[src/lpc_pkg.sv]
`timescale 1ns / 1ps
package lpc_pkg;

   localparam int DEF_ENTRIES   = 256;
   localparam int DEF_DEVICES   = 16;
   localparam int DEF_MAX_COUNT = 64;

   localparam logic [2:0] CMD_READ      = 3'd0;
   localparam logic [2:0] CMD_WRITE     = 3'd1;
   localparam logic [2:0] CMD_FLUSH_DEV = 3'd2;
   localparam logic [2:0] CMD_FLUSH_ALL = 3'd3;
   localparam logic [2:0] CMD_FILL_FAIL = 3'd4;

   typedef enum logic [2:0] {
      ST_CHUNK      = 3'd0,
      ST_REJECT     = 3'd1,
      ST_FLUSH_WB   = 3'd2,
      ST_FLUSH_DONE = 3'd3,
      ST_INVAL      = 3'd4
   } status_type;

   typedef struct packed {
      logic [2:0]  cmd;
      logic [3:0]  device;
      logic [47:0] lba;
      logic [6:0]  count;
      logic [1:0]  page_shift;
      logic        dev_readable;
      logic        dev_writable;
      logic [7:0]  failed_entry;
   } req_type;

   typedef struct packed {
      status_type  status;
      logic        hit;
      logic [7:0]  entry;
      logic [47:0] page_addr;
      logic [2:0]  page_offset;
      logic [3:0]  chunk_len;
      logic        fill_needed;
      logic        wb_needed;
      logic [3:0]  wb_device;
      logic [47:0] wb_addr;
      logic [3:0]  wb_sectors;
      logic        last;
   } rsp_type;

   // one tag entry as held in the tag memory
   typedef struct packed {
      logic [3:0]  device;
      logic [47:0] page;
      logic [3:0]  sectors;
      logic        writable;
      logic [63:0] stamp;
   } rec_type;

   typedef struct packed {
      logic        flush_mode;
      logic        flush_all;
      logic [3:0]  device;
      logic [47:0] page;
   } scan_ctl_type;

   typedef struct packed {
      logic hit_found;
      logic free_found;
      logic victim_wb;
      logic fl_take;
      logic fl_stop;
   } scan_flags_type;

endpackage

[src/lpc_scan.sv]
`timescale 1ns / 1ps
module lpc_scan #(
   parameter int IW = 8
) (
   input  logic                   clock,
   input  logic                   reset,
   input  logic                   clr,
   input  logic                   ev,
   input  logic [IW-1:0]          idx,
   input  lpc_pkg::rec_type       rec,
   input  logic                   valid,
   input  logic                   dirty,
   input  lpc_pkg::scan_ctl_type  ctl,
   output lpc_pkg::scan_flags_type flags,
   output logic [IW-1:0]          hit_idx,
   output logic [3:0]             hit_secs,
   output logic [IW-1:0]          free_idx,
   output logic [IW-1:0]          old_idx,
   output lpc_pkg::rec_type       victim
);
   import lpc_pkg::*;

   logic          hit_found_ff, free_found_ff, old_have_ff, victim_wb_ff;
   logic [IW-1:0] hit_idx_ff, free_idx_ff, old_idx_ff;
   logic [3:0]    hit_secs_ff;
   rec_type       victim_ff;
   logic          dev_eq, match_now, fl_now, older;

   always_comb begin
      dev_eq    = (rec.device == ctl.device);
      match_now = valid && dev_eq && (rec.page == ctl.page);
      fl_now    = valid && dirty && (ctl.flush_all || dev_eq);
      // the shared stamp comparator
      older     = !old_have_ff || (rec.stamp < victim_ff.stamp);
   end

   always_ff @(posedge clock) begin
      if (reset || clr) begin
         hit_found_ff  <= 1'b0;
         free_found_ff <= 1'b0;
         old_have_ff   <= 1'b0;
         victim_wb_ff  <= 1'b0;
      end else if (ev && !ctl.flush_mode) begin
         if (match_now && !hit_found_ff) begin
            hit_found_ff <= 1'b1;
            hit_idx_ff   <= idx;
            // keep the page size the entry was filled with
            hit_secs_ff  <= rec.sectors;
         end
         if (!valid && !free_found_ff) begin
            free_found_ff <= 1'b1;
            free_idx_ff   <= idx;
         end
         if (valid && !free_found_ff && older) begin
            old_have_ff  <= 1'b1;
            old_idx_ff   <= idx;
            victim_ff    <= rec;
            victim_wb_ff <= dirty && rec.writable;
         end
      end
   end

   always_comb begin
      flags.hit_found  = hit_found_ff;
      flags.free_found = free_found_ff;
      flags.victim_wb  = victim_wb_ff;
      flags.fl_take    = ev && ctl.flush_mode && fl_now;
      flags.fl_stop    = ev && ctl.flush_mode && fl_now && rec.writable;
      hit_idx          = hit_idx_ff;
      hit_secs         = hit_secs_ff;
      free_idx         = free_idx_ff;
      old_idx          = old_idx_ff;
      victim           = victim_ff;
   end

endmodule

[config.mk]
export PLATFORM = sky130hd
export DESIGN_NAME = lpc_scan
export DESIGN_NICKNAME = d
export VERILOG_FILES = /design/src/lpc_pkg.sv /design/src/lpc_scan.sv
export SDC_FILE = /design/constraint.sdc
export NUM_CORES = 1
export LEC_CHECK = 0
export ABC_AREA = 1
export BUFFER_PORTS_ARGS = -buffer_cell sky130_fd_sc_hd__buf_4
export CORE_AREA = 2 2 133 135
export CTS_CLUSTER_SIZE = 14
export DETAILED_ROUTE_END_ITERATION = 12
export DIE_AREA = 0 0 135 137
export GPL_ROUTABILITY_DRIVEN = 0
export MAX_ROUTING_LAYER = met4
export PLACE_DENSITY = 0.76
export SLEW_MARGIN = 25
export SYNTH_ARGS = -nofsm -noshare
export SYNTH_HDL_FRONTEND = slang
export SYNTH_SLANG_ARGS = --single-unit
[constraint.sdc]
create_clock -name clock -period 21.2 [get_ports clock]
set_input_delay 2.12 -clock clock [delete_from_list [all_inputs] [get_ports clock]]
set_output_delay 2.12 -clock clock [all_outputs]
set_load 0.005 [all_outputs]
==> results by group <==
Outcome
  – Status: finished, final reports clean

Worst hold path
  – Hold depth: 2
  – Hold Path End: old_have_ff$_SDFFE_PP0P_
  – Worst min path class: flip-flop to flip-flop
  – Hold Path Origin: old_have_ff$_SDFFE_PP0P_

Global route
  – Largest net degree at the start of global routing: 89
  – GRT overflow: 0
  – Global-route wire length before repair: 27800 um
  – Global router's overall resource usage: 20.7%
  – Initial antenna violation count: 0
  – Number of global-route vias before repair: 5414

Finish
  – Commonest non-fill, non-tap cell in the layout: buf_4
  – Final instance area: 10500 um^2
  – FF+latch area: 4550 um^2
  – Fraction of layout cells with a size suffix above 1: 41.8%
  – Most frequent cells in the layout: buf_4 (343), edfxtp_1 (149), inv_1 (105)
  – Multi-input logic area: 2110 um^2
  – Finished Core Util: 61.6%
  – Layout Nets: 1187
  – Layout area overhead: 48.4%
  – Antenna fix cells: 0
  – # fillers: 1419

Clock network
  – CTS Buffer Depth: 2
  – Setup bufs post-CTS: 0
  – Clock Latency Late Sink: 0.43 ns
  – TritonCTS clock tree: yes
  – Hold-fix buffers, CTS: 0
  – Post-cts sizing count: 0
  – Register clock-pin slew on the reported worst setup and hold paths: 0.06 ns
  – CTS sink cnt: 153
  – Root buf cell: clkbuf_16
  – Num CTS Buffers: 17
  – CTS H-Tree Depth: 4

Synth
  – Yosys top cell area share: 63.2%
  – Cell variety after synth: 36
  – Area leader, netlist: edfxtp_1
  – Yosys reg bits: 153
  – Post-synthesis sequential area ratio: 64.3%
  – Synthesized area: 7080 um^2
  – Post-Synthesis Cells: 575
  – Syn nets: 827
  – Syn avg cell area: 12.3 um^2
  – Yosys warning count: 0
  – Area contributors post-synth: edfxtp_1 (63%), ha_1 (11%), inv_1 (5.6%)

Critical path
  – CP arrival: 3.11 ns
  – Crit Path Max Fanout: 2
  – FF-to-FF End: victim[44]$_DFFE_PP_
  – Bufs and invs on worst path: 2
  – Worst stage delay on the critical path: 0.21 ns
  – Crit path kind: input port to output pin
  – WP data required: 19.08 ns
  – Slowest CP cell: or2_0
  – Worst r2r src: victim[25]$_DFFE_PP_
  – Worst Reg-to-Reg Cells: 14
  – R2r setup slk: 18.32 ns
  – Crit-path cells: buf_4, or2_0, a21oi_1, a31oi_1, nor3b_1, buf_4
  – Top Family by Delay on Critical Path: simple AND/OR/NAND/NOR gates
  – Setup crit start kind: input port
  – CP most frequent cell: buf_4
  – Worst Setup End Kind: output pin

Power
  – VDD IR max: 0.0516 mV
  – P per Cell Area: 66.2 nW/um^2
  – Static Leak: 4.87 nW

Timing
  – Period utilisation layout: 24.7%
  – Minimum clock period: 5.23 ns
  – Max frequency: 191 MHz
  – Hold WS: 0.468 ns
  – Setup tns final: 0 ns
  – Max-slew violations: 0
  – Worst path setup slack after routing: 15.97 ns
  – Fin. Hold Viols: 0
  – Final setup viols: 0
  – Clock Skews: 0.0136 ns
  – Slew headroom: 43.6%
  – Worst slew pin tran: 0.846 ns
  – RSZ-0062 raised after global routing: no

Die
  – Core Box Area: 17100 um^2
  – Chip Height: 137 um
  – Die ar.: 18500 um^2
  – DIE WIDTH: 135 um
  – Initial core utilization: 41.5%
  – I/O pin count: 343
  – # rows: 48

Routing
  – DRT iter0 DRCs: 252
  – Via count: 5457
  – Wire per inst: 16.3 um
  – Routed Antenna Nets: 0
  – # DRC: 0
  – Detailed Route WL: 19100 um
  – Drt first pass iters: 5
  – Drt via density: 4.65

Place
  – Area post-placement: 9940 um^2
  – Final HPWL DP: 15500 um
  – IO Port Bufs: 342
  – Post-placement setup slack: 15.98 ns

Run
  – MaxCap Viol Count: 0
final cells by class:
cell class,count,area share [%]
clock inverter,15,1.36
clock buffer,17,4.05
tap,225,2.68
timing repair buffer,344,24.6
inverter,109,3.89
sequential,153,43.3
multi-input combinational,310,20.1
synthesized netlist by cell type:
cell type / number
a211oi_1: 1
a211oi_2: 1
a21oi_1: 32
a221o_1: 1
a31oi_1: 1
and3_1: 1
buf_4: 3
dfxtp_1: 4
edfxtp_1: 149
ha_1: 63
inv_1: 105
inv_2: 4
nand2_1: 89
nand2_2: 1
nand3_1: 8
nand3_2: 1
nand4_1: 11
nor2_1: 26
nor2_4: 1
nor3_1: 8
nor3_2: 2
nor3b_1: 1
nor4_1: 4
nor4_2: 1
nor4_4: 1
o2111ai_1: 3
o21a_1: 2
o21ai_0: 6
o21ai_1: 5
o21ai_2: 1
o22ai_1: 8
or2_0: 1
or2_2: 5
or2_4: 1
xnor2_1: 9
xor2_1: 15
metal layers:
layer / up-vias / track usage [%] / routed length, um
met5: - / - / 0
met4: 0 / 6.54 / 378
met3: 27 / 5.63 / 1310
met2: 224 / 35.4 / 9870
met1: 2501 / 24.0 / 7550
li1: 2705 / - / -
worst max path at each step:
| stage | from | end | slack, ns | cells past startpoint |
|---|---|---|---|---|
| floorplan | rec[5] | old_idx[0]$_DFFE_PP_ | 12.07 | 14 |
| global placement | ctl[48] | flags[0] | 15.97 | 6 |
| detailed placement | ctl[48] | flags[0] | 15.98 | 6 |
| CTS | ctl[48] | flags[0] | 15.96 | 6 |
| global route | ctl[48] | flags[0] | 15.90 | 6 |
| finish | ctl[48] | flags[0] | 15.97 | 6 |
stage by stage:
| step | instances | total power, mW |
|---|---|---|
| finish | 1173 | 0.696 |
| floorplan | 575 | 0.368 |
| global route | 1173 | 0.724 |
| CTS | 1173 | 0.704 |
| detailed placement | 1141 | 0.411 |
| global placement | 1141 | 0.409 |
flip-flops by register name, summed over array words and instances (netlist names):
name and flops:
free_found_ff 1, free_idx 8, hit_found_ff 1, hit_idx 8
hit_secs 4, old_have_ff 1, old_idx 8, victim 121
victim_wb_ff 1
tightest hold or removal path: cells and delay by family (launching register included):
kind / cells / cell delay [ns]
flops: 1 / 0.32
simple gates: 2 / 0.12
power by group:
part	internal [mW]	switching (mW)	total [mW]
registers	0.335	0.00114	0.336
clock network	0.164	0.129	0.292
logic	0.0378	0.0298	0.0676
total	0.537	0.159	0.696
cell families (layout without fill, tap and decap cells):
family | after synthesis | after routing | share of synthesized area [%]
flops | 153 | 153 | 64.3
xor+xnor | 24 | 24 | 2.97
simple gates | 162 | 162 | 10.5
fa+ha+maj | 63 | 63 | 11.1
buf+inv | 112 | 485 | 6.09
compound gates | 61 | 61 | 4.96
No activity file was read; power rests on OpenSTA's default activity.
